File: config.mk
export PLATFORM = sky130hd
export DESIGN_NAME = rapb_check
export DESIGN_NICKNAME = d
export VERILOG_FILES = /design/src/rtl/rapb_pkg.sv /design/src/rtl/rapb_check.sv
export SDC_FILE = /design/constraint.sdc
export NUM_CORES = 1
export LEC_CHECK = 0
export BUFFER_PORTS_ARGS = -buffer_cell sky130_fd_sc_hd__buf_4
export CAP_MARGIN = 20
export CORE_MARGIN = 2
export CORE_UTILIZATION = 45
export DETAILED_ROUTE_END_ITERATION = 10
export GPL_TIMING_DRIVEN = 0
export PLACE_DENSITY_LB_ADDON = 0.15
export SLEW_MARGIN = 40
export SYNTH_ARGS = -nofsm -noshare
export SYNTH_HDL_FRONTEND = slang
export SYNTH_SLANG_ARGS = --single-unit
File: constraint.sdc
create_clock -name vclk -period 4.85
set_input_delay 0.97 -clock vclk [all_inputs]
set_output_delay 0.97 -clock vclk [all_outputs]
set_load 0.01 [all_outputs]
File: src/rtl/rapb_pkg.sv
// ----------------------------------------------------------------------------
// rapb_pkg
// Shared types and constants of the register access permission bitmap unit.
// ----------------------------------------------------------------------------
package rapb_pkg;

  localparam int MAX_MAP_BYTES = 8192;
  localparam int WORD_COUNT    = MAX_MAP_BYTES / 4;
  localparam int MAP_CAP_BYTES = (MAX_MAP_BYTES / 4) * 4;
  localparam int MAP_BITS_MAX  = MAP_CAP_BYTES * 8;
  localparam int ADDR_W        = (WORD_COUNT > 1) ? $clog2(WORD_COUNT) : 1;
  localparam int BIT_W         = ADDR_W + 5;
  localparam int MBITS_W       = $clog2(MAP_BITS_MAX + 1);

  localparam int CFG_W  = 14;
  localparam int OFF_W  = 24;
  localparam int SIZE_W = 25;

  localparam logic CMD_SET  = 1'b0;
  localparam logic CMD_TEST = 1'b1;

  localparam logic [1:0] STAT_OK      = 2'd0;
  localparam logic [1:0] STAT_BAD_ARG = 2'd1;
  localparam logic [1:0] STAT_NO_MAP  = 2'd2;

  typedef enum logic [2:0] {
    ST_CLEAR,
    ST_IDLE,
    ST_READ,
    ST_WRITE,
    ST_DONE
  } state_t;

  typedef struct packed {
    logic [1:0]       status;
    logic             empty;
    logic [BIT_W-1:0] first;
    logic [BIT_W-1:0] last;
  } chk_t;

  typedef struct packed {
    logic              wr_en;
    logic              rd_en;
    logic [ADDR_W-1:0] addr;
    logic [31:0]       wr_data;
  } mem_req_t;

endpackage

File: src/rtl/rapb_check.sv
// ----------------------------------------------------------------------------
// rapb_check
// Argument check of one word: alignment, map presence and range bounds.
// ----------------------------------------------------------------------------
module rapb_check (
  input  logic                         cmd,
  input  logic [rapb_pkg::OFF_W-1:0]   byte_offset,
  input  logic [rapb_pkg::SIZE_W-1:0]  byte_size,
  input  logic [rapb_pkg::MBITS_W-1:0] map_bits,
  output rapb_pkg::chk_t               chk
);
  import rapb_pkg::*;

  logic [OFF_W-3:0]  first;
  logic [SIZE_W-3:0] count;
  logic [OFF_W-1:0]  range_end;
  logic [OFF_W-1:0]  map_ext;
  logic              misaligned;

  assign first      = byte_offset[OFF_W-1:2];
  assign count      = byte_size[SIZE_W-1:2];
  assign range_end  = OFF_W'(first) + OFF_W'(count);
  assign map_ext    = OFF_W'(map_bits);
  assign misaligned = (byte_offset[1:0] != 2'b00);

  always_comb begin
    chk.first = BIT_W'(first);
    chk.last  = BIT_W'(range_end - OFF_W'(1));
    chk.empty = (count == '0);
    priority if (map_bits == '0) begin
      chk.status = STAT_NO_MAP;
    end else if (cmd == CMD_SET) begin
      if (misaligned || (byte_size[1:0] != 2'b00) || (OFF_W'(first) >= map_ext) ||
          (range_end > map_ext)) begin
        chk.status = STAT_BAD_ARG;
      end else begin
        chk.status = STAT_OK;
      end
    end else begin
      if (misaligned || (OFF_W'(first) >= map_ext)) begin
        chk.status = STAT_BAD_ARG;
      end else begin
        chk.status = STAT_OK;
      end
    end
  end

endmodule

==> flow_summary.ini <==
[outcome]
status = finished with violations
violations = negative setup slack

[placed_design]
portBuffers = 102
hpwl_um = 6494
placed_area_mm2 = 0.003362
gp_congestion = 0.9142
dp.cells = 509

[die]
die_w_um = 78.05
die_y_um = 78.05
num_rows = 26
dieArea_mm2 = 0.006091
coreArea_mm2 = 0.005205
start_util = 0.4740
io-pin-count = 102

[setup_path]
start_kind = input port
crit_buf_inv = 4
critical_path_class = input port to primary output
max_stage_delay_ps = 370
critical_path.cell_chain = buf_8 > ha_4 > fa_2 > a211oi_4 > nor3_4 > o2111ai_2 > buf_4 > buf_4 > nand4_1 > nand3b_1 > ha_1 > nand4_1 > nor3_2 > a211oi_2 > a31oi_1 > nor4_1 > nand4_1 > o31a_1 > buf_6
cp_common_cell = nand4_1
cp.arrival_ps = 4270
cp_data_required_time_ps = 3880
cp_max_fo = 3
critical-path-slowest-cell = fa_2
critical-path-top-delay-family = compound AO/OA/AOI/OAI gates
cp-end-kind = primary output

[cells_and_area]
seq_area_um2 = 0
n_antenna_cell = 0
n_clock_buffer = 0
stdcell_count = 520
fin_area_mm2 = 0.003651
seq_cell_count = 0
fillCellCount = 446
areaGrowthSynthToFinish_pct = 47.97
nNetsFinal = 577
drive_above_1_share = 0.3844

[drt]
drc_errors = 0
wirelength_um = 7704
drtIter0Drc = 230
drtPass1Iterations = 4
antenna_left = 0
vias_per_cell = 5.523
num_vias = 2872
wire_per_inst_um = 14.82

[run]
cap_violations = 0

[hold_path]
hold_path_end = chk[34]
hold_depth = 3
hp-class = input port to primary output
hp-start = map_bits[3]

[sta]
fin_ws_ps = -390.2
hold_slack_ps = 2227
slew_viol_final = 0
finalCritPeriodShare = 1.080
hold_violations = 0
worst_pin_slew_ps = 695.4
fmax_mhz = 190.8
slew_headroom = 0.5331
period_minus_slack_ps = 5240
setup_viol = 1
rsz0062_at_grt = yes

[global_route]
grt_pass1_vias = 2723
top_usage_layer = met2
use_met1 = 0.3551
antenna_found_initial = 0
grt_max_degree = 10
grt_pass1_wl_um = 12800
grt_overflow_total = 0
grtUsageMet3 = 0.02874
globalRouteMet2Util = 0.4328
grtUsageTotal = 0.2515

[pwr]
max-vdd-ir-drop_mv = 0.1289
p_leak_nw = 1.743
p_per_area_mw_per_mm2 = 152.0

[clock_network]
cts_hold_buffers = 0

[logic_synthesis]
synth_seq_area_share = 0
avgSynthCellArea_um2 = 7.322
syn_inst = 337
synth_area_mm2 = 0.002467
yosys.cell_types.count = 57
yosys_warnings = 0
syn_nets = 462
[worst min-delay path, cell delays in order]
cell	delay [ps]
buf_4	80
nor4_1	60
buf_4	140
[cell families (layout without fill, tap and decap cells)]
logic type | count (synthesis) | count (layout) | synth area share
and+or+nand+nor | 105 | 105 | 0.2317
xor gates and xnor gates | 32 | 32 | 0.1166
buffers and inverters | 54 | 167 | 0.1065
adders and majority gates | 58 | 58 | 0.2972
muxes | 1 | 1 | 0.004057
AOI/OAI and AO/OA | 87 | 87 | 0.2439
[stage by stage]
step | total power [mW] | utilization | setup TNS [ps] | worst slack (ps)
final | 0.5550 | 0.7014 | -390.2 | -390.2
after global routing | 0.6098 | 0.7014 | -625.6 | -625.6
after CTS | 0.5469 | 0.6976 | -461.9 | -461.9
after detailed placement | 0.4888 | 0.6459 | -670.3 | -670.3
after global placement | 0.4817 | 0.6459 | -602.7 | -602.7
after floorplan | 0.3135 | - | 0 | 34.96
[how the worst max path moves through the flow]
stage,start,cells after the start,endpoint,slack [ps]
4_1_cts,byte_size[2],18,chk[33],-460
5_1_grt,byte_size[2],19,chk[33],-630
6_report,byte_size[2],19,chk[33],-390
3_5_place_dp,byte_offset[10],17,chk[33],-670
3_3_place_gp,byte_offset[10],17,chk[33],-600
2_1_floorplan,byte_offset[10],15,chk[33],30
[metal layers]
| metal | vias up | part of all wire | routed length, um |
|---|---|---|---|
| met4 | 0 | 0.0027 | 21 |
| met5 | - | 0 | 0 |
| met3 | 2 | 0.073 | 564 |
| met1 | 1290 | 0.48 | 3692 |
| li1 | 1464 | - | - |
| met2 | 116 | 0.44 | 3426 |
[final cells by class]
cell class | count | area, um^2 | area share
inverters | 33 | 123.9 | 0.03393
repair buffers | 116 | 893.4 | 0.2447
well taps | 70 | 87.58 | 0.02399
multi-input cells | 283 | 2419 | 0.6624
plain buffers | 18 | 127.6 | 0.03496
[synthesized netlist by cell type, drive strengths merged (2+ instances only)]
cell type  count  area, um^2
ha            57       713.2
inv           33       123.9
a21oi         26       130.1
nand2         26       97.59
nor2          20       75.07
o21ai         19       95.09
xnor2         19       173.9
buf           17       123.9
nor4          17       133.9
nand4         14       87.58
xor2          13       113.9
nand3         10       50.05
a211oi         8       65.06
a21o           6       45.04
nor3           6       35.03
clkbuf         4       15.01
o21bai         4       30.03
and3           3       23.77
o211ai         3       22.52
o31ai          3       41.29
a221oi         2       35.04
a31oi          2       12.51
nor2b          2       12.51
o21a           2       15.01
[placed cells by master (no fill, tap or decap), types with 6 or more instances in the layout]
cell type / instances
o21ai_0: 14
a21o_1: 6
nor4_1: 14
inv_1: 32
nand2_1: 25
xnor2_1: 14
nand4_1: 14
ha_1: 47
a21oi_1: 24
nor2_1: 20
xor2_1: 9
a211oi_1: 6
nand3_1: 10
buf_4: 128
[power by group]
part | total, mW | internal, mW | switching (mW)
sequential | 0 | 0 | 0
clock | 0 | 0 | 0
combinational | 0.555 | 0.270 | 0.285
[timing repair]
action	CTS	global route
gates resized for setup	31	4
pin swaps	31	11
gates cloned	0	0
hold endpoints to repair	0	0
endpoints found under the setup margin	1	1
setup buffers	13	1
(Power assumes the default switching activity.)
