File: config.mk
export PLATFORM = sky130hd
export DESIGN_NAME = rapb_seq
export DESIGN_NICKNAME = d
export VERILOG_FILES = /design/src/rtl/rapb_pkg.sv /design/src/rtl/rapb_seq.sv
export SDC_FILE = /design/constraint.sdc
export NUM_CORES = 1
export LEC_CHECK = 0
export ABC_AREA = 1
export ABC_CLOCK_PERIOD_IN_PS = 8100
export BUFFER_PORTS_ARGS = -buffer_cell sky130_fd_sc_hd__buf_2
export CORE_UTILIZATION = 50
export DETAILED_ROUTE_END_ITERATION = 7
export GPL_TIMING_DRIVEN = 1
export PLACE_DENSITY_LB_ADDON = 0.2
export SLEW_MARGIN = 15
export SYNTH_ARGS = -nofsm -noshare
export SYNTH_HDL_FRONTEND = slang
export SYNTH_SLANG_ARGS = --single-unit
File: constraint.sdc
create_clock -name clk -period 8.1 [get_ports clk]
set_clock_uncertainty 0.2 [all_clocks]
set_input_delay 0 -clock clk [delete_from_list [all_inputs] [get_ports clk]]
set_output_delay 0 -clock clk [all_outputs]
set_load 0.03 [all_outputs]
File: src/rtl/rapb_pkg.sv
// ----------------------------------------------------------------------------
// rapb_pkg
// Shared types and constants of the register access permission bitmap unit.
// ----------------------------------------------------------------------------
package rapb_pkg;

  localparam int MAX_MAP_BYTES = 8192;
  localparam int WORD_COUNT    = MAX_MAP_BYTES / 4;
  localparam int MAP_CAP_BYTES = (MAX_MAP_BYTES / 4) * 4;
  localparam int MAP_BITS_MAX  = MAP_CAP_BYTES * 8;
  localparam int ADDR_W        = (WORD_COUNT > 1) ? $clog2(WORD_COUNT) : 1;
  localparam int BIT_W         = ADDR_W + 5;
  localparam int MBITS_W       = $clog2(MAP_BITS_MAX + 1);

  localparam int CFG_W  = 14;
  localparam int OFF_W  = 24;
  localparam int SIZE_W = 25;

  localparam logic CMD_SET  = 1'b0;
  localparam logic CMD_TEST = 1'b1;

  localparam logic [1:0] STAT_OK      = 2'd0;
  localparam logic [1:0] STAT_BAD_ARG = 2'd1;
  localparam logic [1:0] STAT_NO_MAP  = 2'd2;

  typedef enum logic [2:0] {
    ST_CLEAR,
    ST_IDLE,
    ST_READ,
    ST_WRITE,
    ST_DONE
  } state_t;

  typedef struct packed {
    logic [1:0]       status;
    logic             empty;
    logic [BIT_W-1:0] first;
    logic [BIT_W-1:0] last;
  } chk_t;

  typedef struct packed {
    logic              wr_en;
    logic              rd_en;
    logic [ADDR_W-1:0] addr;
    logic [31:0]       wr_data;
  } mem_req_t;

endpackage

File: src/rtl/rapb_seq.sv
// ----------------------------------------------------------------------------
// rapb_seq
// Sequencer: clearing pass, then per-word read-modify-write; tests only read.
// ----------------------------------------------------------------------------
module rapb_seq (
  input  logic               clk,
  input  logic               rst,
  input  logic               in_valid,
  output logic               in_stall,
  input  logic               cmd,
  input  logic               allow,
  input  rapb_pkg::chk_t     chk,
  output rapb_pkg::mem_req_t mem_req,
  input  logic [31:0]        rd_data,
  output logic               res_valid,
  input  logic               res_take,
  output logic [1:0]         res_status,
  output logic               res_allowed
);
  import rapb_pkg::*;

  state_t            state;
  state_t            state_next;
  logic [ADDR_W-1:0] cur_word;
  logic [ADDR_W-1:0] first_word;
  logic [ADDR_W-1:0] last_word;
  logic [4:0]        first_bit;
  logic [4:0]        last_bit;
  logic              lat_cmd;
  logic              lat_allow;
  logic [31:0]       lo_mask;
  logic [31:0]       hi_mask;
  logic [31:0]       mask;
  logic [31:0]       merged;

  // bits of the range that fall into the current word
  assign lo_mask = (cur_word == first_word) ? (32'hffff_ffff << first_bit) : 32'hffff_ffff;
  assign hi_mask = (cur_word == last_word) ? (32'hffff_ffff >> (5'd31 - last_bit))
                                           : 32'hffff_ffff;
  assign mask    = lo_mask & hi_mask;
  assign merged  = lat_allow ? (rd_data | mask) : (rd_data & ~mask);

  always_comb begin
    state_next = state;
    unique case (state)
      ST_CLEAR: begin
        if (cur_word == ADDR_W'(WORD_COUNT - 1)) state_next = ST_IDLE;
      end
      ST_IDLE: begin
        if (in_valid) begin
          if ((chk.status != STAT_OK) || ((cmd == CMD_SET) && chk.empty)) begin
            state_next = ST_DONE;
          end else begin
            state_next = ST_READ;
          end
        end
      end
      ST_READ: state_next = ST_WRITE;
      ST_WRITE: begin
        if ((lat_cmd == CMD_TEST) || (cur_word == last_word)) begin
          state_next = ST_DONE;
        end else begin
          state_next = ST_READ;
        end
      end
      ST_DONE: begin
        if (res_take) state_next = ST_IDLE;
      end
      default: state_next = ST_CLEAR;
    endcase
  end

  always_comb begin
    in_stall        = 1'b1;
    res_valid       = 1'b0;
    mem_req.wr_en   = 1'b0;
    mem_req.rd_en   = 1'b0;
    mem_req.addr    = cur_word;
    mem_req.wr_data = merged;
    unique case (state)
      ST_CLEAR: begin
        mem_req.wr_en   = 1'b1;
        mem_req.wr_data = '0;
      end
      ST_IDLE:  in_stall = 1'b0;
      ST_READ:  mem_req.rd_en = 1'b1;
      ST_WRITE: mem_req.wr_en = (lat_cmd == CMD_SET);
      ST_DONE:  res_valid = 1'b1;
      default: ;
    endcase
  end

  always_ff @(posedge clk) begin
    if (rst) begin
      state    <= ST_CLEAR;
      cur_word <= '0;
    end else begin
      state <= state_next;
      unique case (state)
        ST_CLEAR: cur_word <= cur_word + ADDR_W'(1);
        ST_IDLE: begin
          if (in_valid) cur_word <= chk.first[BIT_W-1:5];
        end
        ST_WRITE: begin
          if (lat_cmd == CMD_SET) cur_word <= cur_word + ADDR_W'(1);
        end
        default: ;
      endcase
    end
  end

  always_ff @(posedge clk) begin
    if ((state == ST_IDLE) && in_valid) begin
      lat_cmd     <= cmd;
      lat_allow   <= allow;
      first_word  <= chk.first[BIT_W-1:5];
      first_bit   <= chk.first[4:0];
      last_word   <= chk.last[BIT_W-1:5];
      last_bit    <= chk.last[4:0];
      res_status  <= chk.status;
      res_allowed <= 1'b0;
    end else if ((state == ST_WRITE) && (lat_cmd == CMD_TEST)) begin
      res_allowed <= rd_data[first_bit];
    end
  end

endmodule

==> results.toml, run 1 <==
[worst_hold_path]
hp-class = "in2reg"
hold_start = "rd_data[31]"

[global_route]
grt_pass1_vias = 4604
grt-ovfl-total = 0
grt_max_degree = 37
groute.usage.overall_pct = 31.5
grt_first_pass_wirelength_um = 22200
antenna_found_initial = 0

[timing]
hold_viol_final = 0
rsz0062_at_grt = "false"
max_freq_ghz = 0.317
worstMarginPinSlew_ns = 1.11
tns_ns = 0
period_needed_ns = 3.15
finalMaxSlewViolations = 0
max_slew_margin_pct = 26.0
finalSetupViolCount = 0
layout_setup_ws_ns = 4.95
period_share_pct = 38.9

[critical_path]
cp_num_buf_inv = 2
startpoint = "first_bit[0]$_DFFE_PP_"
arrival_ns = 2.95
required_ns = 7.90
worstPathCellList = "clkinv_1 > nand2_1 > o21ai_0 > nor2_1 > nand3_1 > nand3_1 > nand2_1 > nor2_1 > buf_2"
rr_startpoint = "cur_word[4]$_SDFFE_PP0P_"
slowest_stage = "edfxtp_1"
critPathTopFamily = "simple AND/OR/NAND/NOR gates"
crit_type = "reg2out"
endpoint_kind = "output port"
slowest_delay_ns = 0.77
crit_path_max_fanout = 20
cp-start-kind = "register"

[cts]
cts_resized = 0
clk_pin_slew_worst_paths_ns = 0.11
clockRootBuffer = "clkbuf_8"
clock_insertion_delay_worst_skew_ns = 0.32
cts_buffer_depth = 2
numCtsBuffers = 5
postCtsSetupBuffers = 0
cts_tree = "done"
clock-sinks = 51
ctsHtreeMaxLevel = 2

[power_and_ir_drop]
power.density_mw_per_mm2 = 93.7
leakagePower_nw = 2.53
ir_drop_mv = 0.0724

[final_layout]
drive_gt1_share_pct = 21.2
instances_no_fill = 918
finish.utilization_pct = 65.0
fin_nets = 886
syn_to_final_growth_pct = 23.5
diodes = 0

[yosys]
async_flop_share_pct = 0
synth_cells = 684
yosysSeqAreaShare_pct = 31.5
yosysTopAreaCellShare_pct = 24.6
syn-cell-area_mm2 = 0.00439
yosys.area.top_type = "edfxtp_1"
yosys-top-cells-count = "nand2_1, nor2_1, nand3_1, inv_1, a21oi_1"
yosysMostFrequentCell = "nand2_1"
synthTopCellsByArea = "edfxtp_1, nand2_1, nand3_1"
avgSynthCellArea_um2 = 6.42
yosysWarnings = 0
synth_edf_count = 36
synth_nets = 758
synth_cell_types = 36
ys_ff_latch = 51
synth_ff_type = "edfxtp_1"

[run]
max_cap_violations = 0

[route]
drc = 0
drt_first_pass_iters = 5
finalWirelength_um = 14000
first_iter_violations = 444
vias_per_cell = 5.50
vias = 5045
wire_per_inst_um = 15.2
ant_nets = 0

[floorplanning]
initial_utilization_pct = 52.7
core_area_mm2 = 0.00834
placementRows = 33
ios = 123
dieHeight_um = 95.7
die-area_mm2 = 0.00916
die_w_um = 95.7

[run_status]
status = "complete, no violations"

[placed_design]
portBuffers = 122
post-place-ws_ns = 5.22
gp_congestion = 0.957
dp.cells = 870
hpwl_um = 9840
## where the power goes
part | switching (mW) | internal [mW] | total [mW]
sequential | 0.00275 | 0.280 | 0.282
clock | 0.103 | 0.0659 | 0.169
combinational | 0.0257 | 0.0310 | 0.0567
total | 0.132 | 0.376 | 0.508
## stage by stage
step / cell area [um^2] / hold WS [ns] / total power, mW
CTS: 5420 / 0.0649 / 0.505
floorplan: 4390 / -0.101 / 0.303
global placement: 4910 / -0.0240 / 0.328
detailed placement: 4910 / -0.0216 / 0.329
global route: 5430 / 0.121 / 0.521
finish: 5430 / 0.0706 / 0.508
## worst paths after layout
path,end,slack (ns),depth (start not counted)
worst max-delay path,mem_req[24],4.95,9
worst min-delay path,res_allowed$_SDFFE_PP0P_,0.07,7
worst max register to register,state[2]$_SDFFE_PP0P_,5.25,8
worst min register to register,res_allowed$_SDFFE_PP0P_,0.34,2
## flip-flops by register name, indices dropped and copies added, names as in the netlist
register / cells
first_word: 11
res_status: 2
state: 3
first_bit: 5
last_word: 11
cur_word: 11
lat_allow: 1
lat_cmd: 1
last_bit: 5
res_allowed: 1
## routing by layer
layer	up-vias	track usage, %	part of all wire (%)
li1	2479	-	-
met1	2253	45.2	45
met2	292	48.5	44
met3	21	6.24	10
met4	0	8.08	1.5
met5	-	0	0
## worst reg2reg max path: stages (launching register included)
cell           delay [ns]
dfxtp_1              0.52
xnor2_1              0.16
nand2_1              0.10
nor2_4               0.84
nand3_1              0.16
nand2_1              0.10
nand2_1              0.05
a21oi_1              0.11
dlygate4sd3_1        0.55
## final cells by class
cell class,count,area (um^2)
Clock inverter,3,33.8
Tap cell,105,131
Timing Repair Buffer,162,1010
Multi-Input combinational cell,528,2560
Sequential cell,51,1380
Inverter,64,240
Clock buffer,5,68.8
Fill cell,783,2920
## kinds of logic (layout without fill, tap and decap cells)
| family | Yosys count | count (layout) | synth area share, % |
|---|---|---|---|
| AND/OR/NAND/NOR | 425 | 425 | 44.2 |
| buffers and inverters | 105 | 234 | 10.7 |
| AO/OA/AOI/OAI | 89 | 89 | 10.7 |
| flip-flops | 51 | 51 | 31.5 |
| XOR/XNOR | 13 | 13 | 2.59 |
| adder cells (fa/ha/maj) | 1 | 1 | 0.285 |
## layout by cell type, fill, tap and decap left out, types with 2 or more instances in the layout
cell,Yosys,final
inv_1,57,57
nor2_1,105,103
nand3_1,85,85
inv_6,0,2
nand3_2,29,29
clkbuf_8,0,5
edfxtp_1,36,36
buf_2,20,122
inv_2,6,6
nor2_4,1,4
dfxtp_1,15,15
a21oi_1,53,53
nand2_1,188,188
o22ai_1,2,2
nand3b_1,2,2
dlygate4sd3_1,0,40
nand4_1,4,4
nor3_1,5,5
o21a_1,4,4
xnor2_1,12,12
o21ai_0,22,22
a31oi_1,3,3
o21ai_1,2,2
## repair_timing
| item | CTS | global route |
|---|---|---|
| endpoints found under the setup margin | 0 | 0 |
| endpoints found under the hold margin | 51 | 0 |
| hold buffers | 40 | 0 |
Note: power is estimated with default switching activity, not from simulation.
==> run 2: changes to the inputs <==
--- a/config.mk
+++ b/config.mk
@@ -6,9 +6,9 @@
 export NUM_CORES = 1
 export LEC_CHECK = 0
 export ABC_AREA = 1
-export ABC_CLOCK_PERIOD_IN_PS = 8100
+export ABC_CLOCK_PERIOD_IN_PS = 2770
 export BUFFER_PORTS_ARGS = -buffer_cell sky130_fd_sc_hd__buf_2
-export CORE_UTILIZATION = 50
+export CORE_UTILIZATION = 48
 export DETAILED_ROUTE_END_ITERATION = 7
 export GPL_TIMING_DRIVEN = 1
 export PLACE_DENSITY_LB_ADDON = 0.2
==> constraint.sdc (replaced) <==
create_clock -name clk -period 2.77 [get_ports clk]
set_clock_uncertainty 0.2 [all_clocks]
set_input_delay 0 -clock clk [delete_from_list [all_inputs] [get_ports clk]]
set_output_delay 0 -clock clk [all_outputs]
set_load 0.03 [all_outputs]
==> results.toml, run 2 (synthesized netlist as in run 1, its figures left out) <==
[cts]
cts_resized = 0
ctsHtreeMaxLevel = 2
clockRootBuffer = "clkbuf_8"
cts_buffer_depth = 2
numCtsBuffers = 5
clk_pin_slew_worst_paths_ns = 0.11
clock_insertion_delay_worst_skew_ns = 0.31
clock-sinks = 51
cts_tree = "done"
postCtsSetupBuffers = 0

[critical_path]
arrival_ns = 2.34
critPathTopFamily = "simple AND/OR/NAND/NOR gates"
slowest_stage = "dfxtp_1"
worstPathCellList = "xnor2_1 > nand2_1 > nor2_4 > buf_4 > nand3_1 > nand3_1 > nand2_1 > nor2_1 > buf_2"
crit_type = "reg2out"
cp-start-kind = "register"
required_ns = 2.57
endpoint_kind = "output port"
cp_num_buf_inv = 2
slowest_delay_ns = 0.49
crit_path_max_fanout = 33

[run_status]
status = "finished, violations left"
violations = "DRC"

[final_layout]
n_fill_cell = 830
syn_to_final_growth_pct = 26.1
mostFrequentLayoutCells = "nand2_1, buf_2, nor2_1"
final_common_cell = "nand2_1"
fin_nets = 899
largestRegisters = "cur_word x11, first_word x11, last_word x11"
multi_input_area_mm2 = 0.00255
regArea_mm2 = 0.00138
drive_gt1_share_pct = 22.4
diodes = 0

[power_and_ir_drop]
switching_power_uw = 362
power_frac_clock_pct = 32.4
seqPwrFrac_pct = 56.6
leakagePower_nw = 2.60
swShare_pct = 24.8
pwr-share-comb_pct = 11.1
ir_drop_mv = 0.203
power.internal_mw = 1.10
power.density_mw_per_mm2 = 263

[floorplanning]
initial_utilization_pct = 49.9
placementRows = 34
ios = 123
dieHeight_um = 97.7
die_w_um = 97.7
die-area_mm2 = 0.00954
core_area_mm2 = 0.00881

[route]
finalWirelength_um = 13700
drc = 14
first_iter_violations = 493
vias = 5038
ant_nets = 0
drt_first_pass_iters = 7
wire_per_inst_um = 14.7
vias_per_cell = 5.39

[timing]
worstMarginPinSlew_ns = 0.911
max_slew_margin_pct = 39.3
finalSetupViolCount = 0
period_share_pct = 91.6
max_freq_ghz = 0.394
tns_ns = 0
timing.hold.ws_ns = 0.0933
period_needed_ns = 2.54
finalMaxSlewViolations = 0
rsz0062_at_grt = "false"
hold_viol_final = 0

[placed_design]
hpwl_um = 10000
portBuffers = 122
gp_congestion = 0.948

[run]
max_cap_violations = 0

[global_route]
grt_max_degree = 34
antenna_found_initial = 0
grt_first_pass_wirelength_um = 22900
grt_pass1_vias = 4750
groute.usage.overall_pct = 29.5
grt-ovfl-total = 0

[worst_hold_path]
hp-class = "in2reg"
run 2: changes by cell type in the layout (fill, tap and decap cells not counted):
cell / change
buf_4: +11
buf_12: +2
clkinv_4: +2
inv_6: -2
nor2_2: +2
nor2_4: -2
clkinv_8: -1
inv_8: +1
run 2: metrics by stage:
stage | utilization, % | std cells | area, um^2 | power, mW | setup WS [ns]
after floorplan | - | 684 | 4390 | 0.885 | 0.240
after global placement | 57.2 | 886 | 5040 | 0.957 | 0.638
after detailed placement | 57.2 | 886 | 5040 | 0.959 | 0.603
after CTS | 62.9 | 934 | 5540 | 1.47 | 0.250
after global routing | 62.9 | 934 | 5540 | 1.50 | 0.0355
final | 62.9 | 934 | 5540 | 1.46 | 0.232
run 2: metal layers:
metal	vias up	GRT usage [%]	wire (um)
met2	269	46.3	5970
met3	26	6.83	1270
li1	2503	-	-
met1	2240	40.7	6230
met5	-	0	0
met4	0	7.81	260
run 2: layout make-up:
class                      instances  area share (%)
multi-input combinational        528            46.0
sequential                        51            24.9
timing repair buffer             175            20.5
inverter                          64            4.34
tap                              108            2.44
clock buffer                       5            1.24
clock inverter                     3           0.520
run 2: path summary, 6_finish.rpt:
kind         cells after the start                       end  slack, ns                startpoint
max                              9                mem_req[1]       0.23  cur_word[2]$_SDFFE_PP0P_
min                              7  res_allowed$_SDFFE_PP0P_       0.09                rd_data[0]
max reg2reg                      9     state[2]$_SDFFE_PP0P_       0.26  cur_word[2]$_SDFFE_PP0P_
min reg2reg                      2  res_allowed$_SDFFE_PP0P_       0.36  res_allowed$_SDFFE_PP0P_
run 2: what timing repair did:
action / in CTS / in global routing
endpoints found under the setup margin: 0 / 0
hold endpoints to repair: 60 / 0
hold buffers: 40 / 0
run 2: power by group through the flow:
stage	Combinational [mW]	Clock, mW	Sequential, mW
after floorplan	0.0384	0	0.847
after global routing	0.175	0.504	0.826
final	0.161	0.472	0.825
after CTS	0.159	0.485	0.825
after global placement	0.115	0	0.842
after detailed placement	0.116	0	0.842
run 2: worst min-delay path, cell delays in order:
cell	delay (ns)
buf_2	0.12
nand2_1	0.07
a21oi_1	0.06
nor2_1	0.09
nand2_1	0.06
nand2_1	0.09
a21oi_1	0.08
==> run 3: changes to the inputs <==
--- a/config.mk
+++ b/config.mk
@@ -7,9 +7,9 @@
 export LEC_CHECK = 0
 export ABC_AREA = 1
 export ABC_CLOCK_PERIOD_IN_PS = 2770
-export BUFFER_PORTS_ARGS = -buffer_cell sky130_fd_sc_hd__buf_2
-export CORE_UTILIZATION = 48
+export CORE_UTILIZATION = 50
 export DETAILED_ROUTE_END_ITERATION = 7
+export DONT_BUFFER_PORTS = 1
 export GPL_TIMING_DRIVEN = 1
 export PLACE_DENSITY_LB_ADDON = 0.2
 export SLEW_MARGIN = 15
==> results.toml, run 3 (synthesized netlist as in run 1, its figures left out) <==
[critical_path]
slowest_stage = "dlygate4sd3_1"
cp_common_cell = "nand2_1"
critPathTopFamily = "buffers and inverters"
cp-start-kind = "register"
endpoint_kind = "register"
crit_type = "reg2reg"
cp_num_buf_inv = 3
arrival_ns = 2.71
slowest_delay_ns = 0.57
worstPathCellList = "clkinvlp_4 > nand2_1 > nand3_1 > nand2_1 > a21oi_1 > dlygate4sd3_1 > nor2_1 > nand2_1 > dlygate4sd3_1 > nand2_1 > a21oi_1"
crit_path_max_fanout = 8
required_ns = 2.78

[final_layout]
final_common_cell = "nand2_1"
instances_no_fill = 869
final_area_mm2 = 0.00545
mostFrequentLayoutCells = "nand2_1, nor2_1, nand3_1"
diodes = 0
drive_gt1_share_pct = 16.0
finish.utilization_pct = 65.3
syn_to_final_growth_pct = 24.0
fin_nets = 837
n_fill_cell = 761
largestRegisters = "cur_word x11, first_word x11, last_word x11"

[floorplanning]
placementRows = 33
die_w_um = 95.7
dieHeight_um = 95.7
initial_utilization_pct = 52.7
ios = 123
core_area_mm2 = 0.00834
die-area_mm2 = 0.00916

[placed_design]
place_area_mm2 = 0.00475
hpwl_um = 9940
dp.cells = 805
portBuffers = 0
gp_congestion = 0.986

[route]
ant_nets = 0
drc = 0
first_iter_violations = 322
finalWirelength_um = 13800
vias = 4828
vias_per_cell = 5.56
drt_first_pass_iters = 5
wire_per_inst_um = 15.9

[global_route]
grt-ovfl-total = 0
antenna_found_initial = 0
grt_max_degree = 34
grt_pass1_vias = 4367
grt_first_pass_wirelength_um = 21400
groute.usage.overall_pct = 30.6

[timing]
period_needed_ns = 2.71
finalMaxSlewViolations = 0
hold_viol_final = 0
finalSetupViolCount = 0
max_slew_margin_pct = 34.8
max_freq_ghz = 0.370
worstMarginPinSlew_ns = 0.968
rsz0062_at_grt = "true"
period_share_pct = 97.7
timing.hold.ws_ns = 0.0685

[cts]
cts_tree = "done"
ctsHtreeMaxLevel = 2
cts_buffer_depth = 2
clk_pin_slew_worst_paths_ns = 0.11
clockRootBuffer = "clkbuf_8"
numCtsBuffers = 5
clock-sinks = 51
clock_insertion_delay_worst_skew_ns = 0.31

[run_status]
status = "complete, no violations"

[power_and_ir_drop]
leakagePower_nw = 2.36
ir_drop_mv = 0.281
power.density_mw_per_mm2 = 273

[worst_hold_path]
hp-class = "in2out"

[run]
max_cap_violations = 0
==> run 3: cell types whose count changed in the layout (fill, tap and decap cells not counted), sizes merged <==
| cell | before | now |
|---|---|---|
| dlygate4sd3 | 40 | 48 |
| clkinvlp | 0 | 3 |
| clkinv | 3 | 0 |
| buf | 135 | 65 |
| inv | 64 | 63 |
| bufinv | 0 | 1 |
==> run 3: cell type report <==
cell class,instances,area (um^2),area share [%]
clock buffers,5,68.8,1.26
repair buffers,113,1010,18.5
multi-input cells,528,2560,46.9
flip-flops and latches,51,1390,25.5
inverters,64,248,4.55
well taps,105,131,2.41
clock inverters,3,46.3,0.850
==> run 3: power breakdown <==
part           leakage [nW]  switching, mW  internal [mW]  total (mW)
logic                  1.86         0.0437         0.0593       0.103
clock network        0.0548          0.278          0.273       0.551
registers             0.446         0.0124          0.818       0.830
==> run 3: final timing paths <==
check | startpoint | to | depth (start not counted) | slack [ns]
hold / removal | rd_data[10] | mem_req[10] | 3 | 0.07
setup / recovery | first_bit[0]$_DFFE_PP_ | res_allowed$_SDFFE_PP0P_ | 11 | 0.06
setup reg to reg | first_bit[0]$_DFFE_PP_ | res_allowed$_SDFFE_PP0P_ | 11 | 0.06
hold reg to reg | cur_word[5]$_SDFFE_PP0P_ | cur_word[5]$_SDFFE_PP0P_ | 2 | 0.37
==> run 3: worst register-to-register path: stages, from the launching register on <==
cell and delay (ns):
edfxtp_1 0.46, clkinvlp_4 0.23, nand2_1 0.11, nand3_1 0.07
nand2_1 0.07, a21oi_1 0.05, dlygate4sd3_1 0.57, nor2_1 0.11
nand2_1 0.05, dlygate4sd3_1 0.55, nand2_1 0.07, a21oi_1 0.06
==> run 3: per-stage QoR <==
| stage | setup TNS [ns] | total power [mW] | setup slack (ns) |
|---|---|---|---|
| after floorplan | 0 | 0.885 | 0.240 |
| after global placement | 0 | 0.892 | 0.528 |
| after detailed placement | 0 | 0.894 | 0.432 |
| after CTS | 0 | 1.49 | 0.0197 |
| after global routing | -0.0360 | 1.53 | -0.0360 |
| final | 0 | 1.48 | 0.0642 |
==> run 3: routing by layer <==
metal	vias to the layer above	part of all wire [%]	global-route usage [%]
li1	2389	-	-
met5	-	0	0
met1	2150	45	44.2
met4	0	1.8	8.33
met2	271	44	47.3
met3	18	9.5	4.74
==> run 3: repair_timing <==
| action | 4_1_cts | 5_1_grt |
|---|---|---|
| resized for setup | 0 | 13 |
| setup buffers | 0 | 8 |
| hold endpoints to repair | 66 | 0 |
| endpoints found under the setup margin | 0 | 29 |
| hold buffers | 48 | 0 |
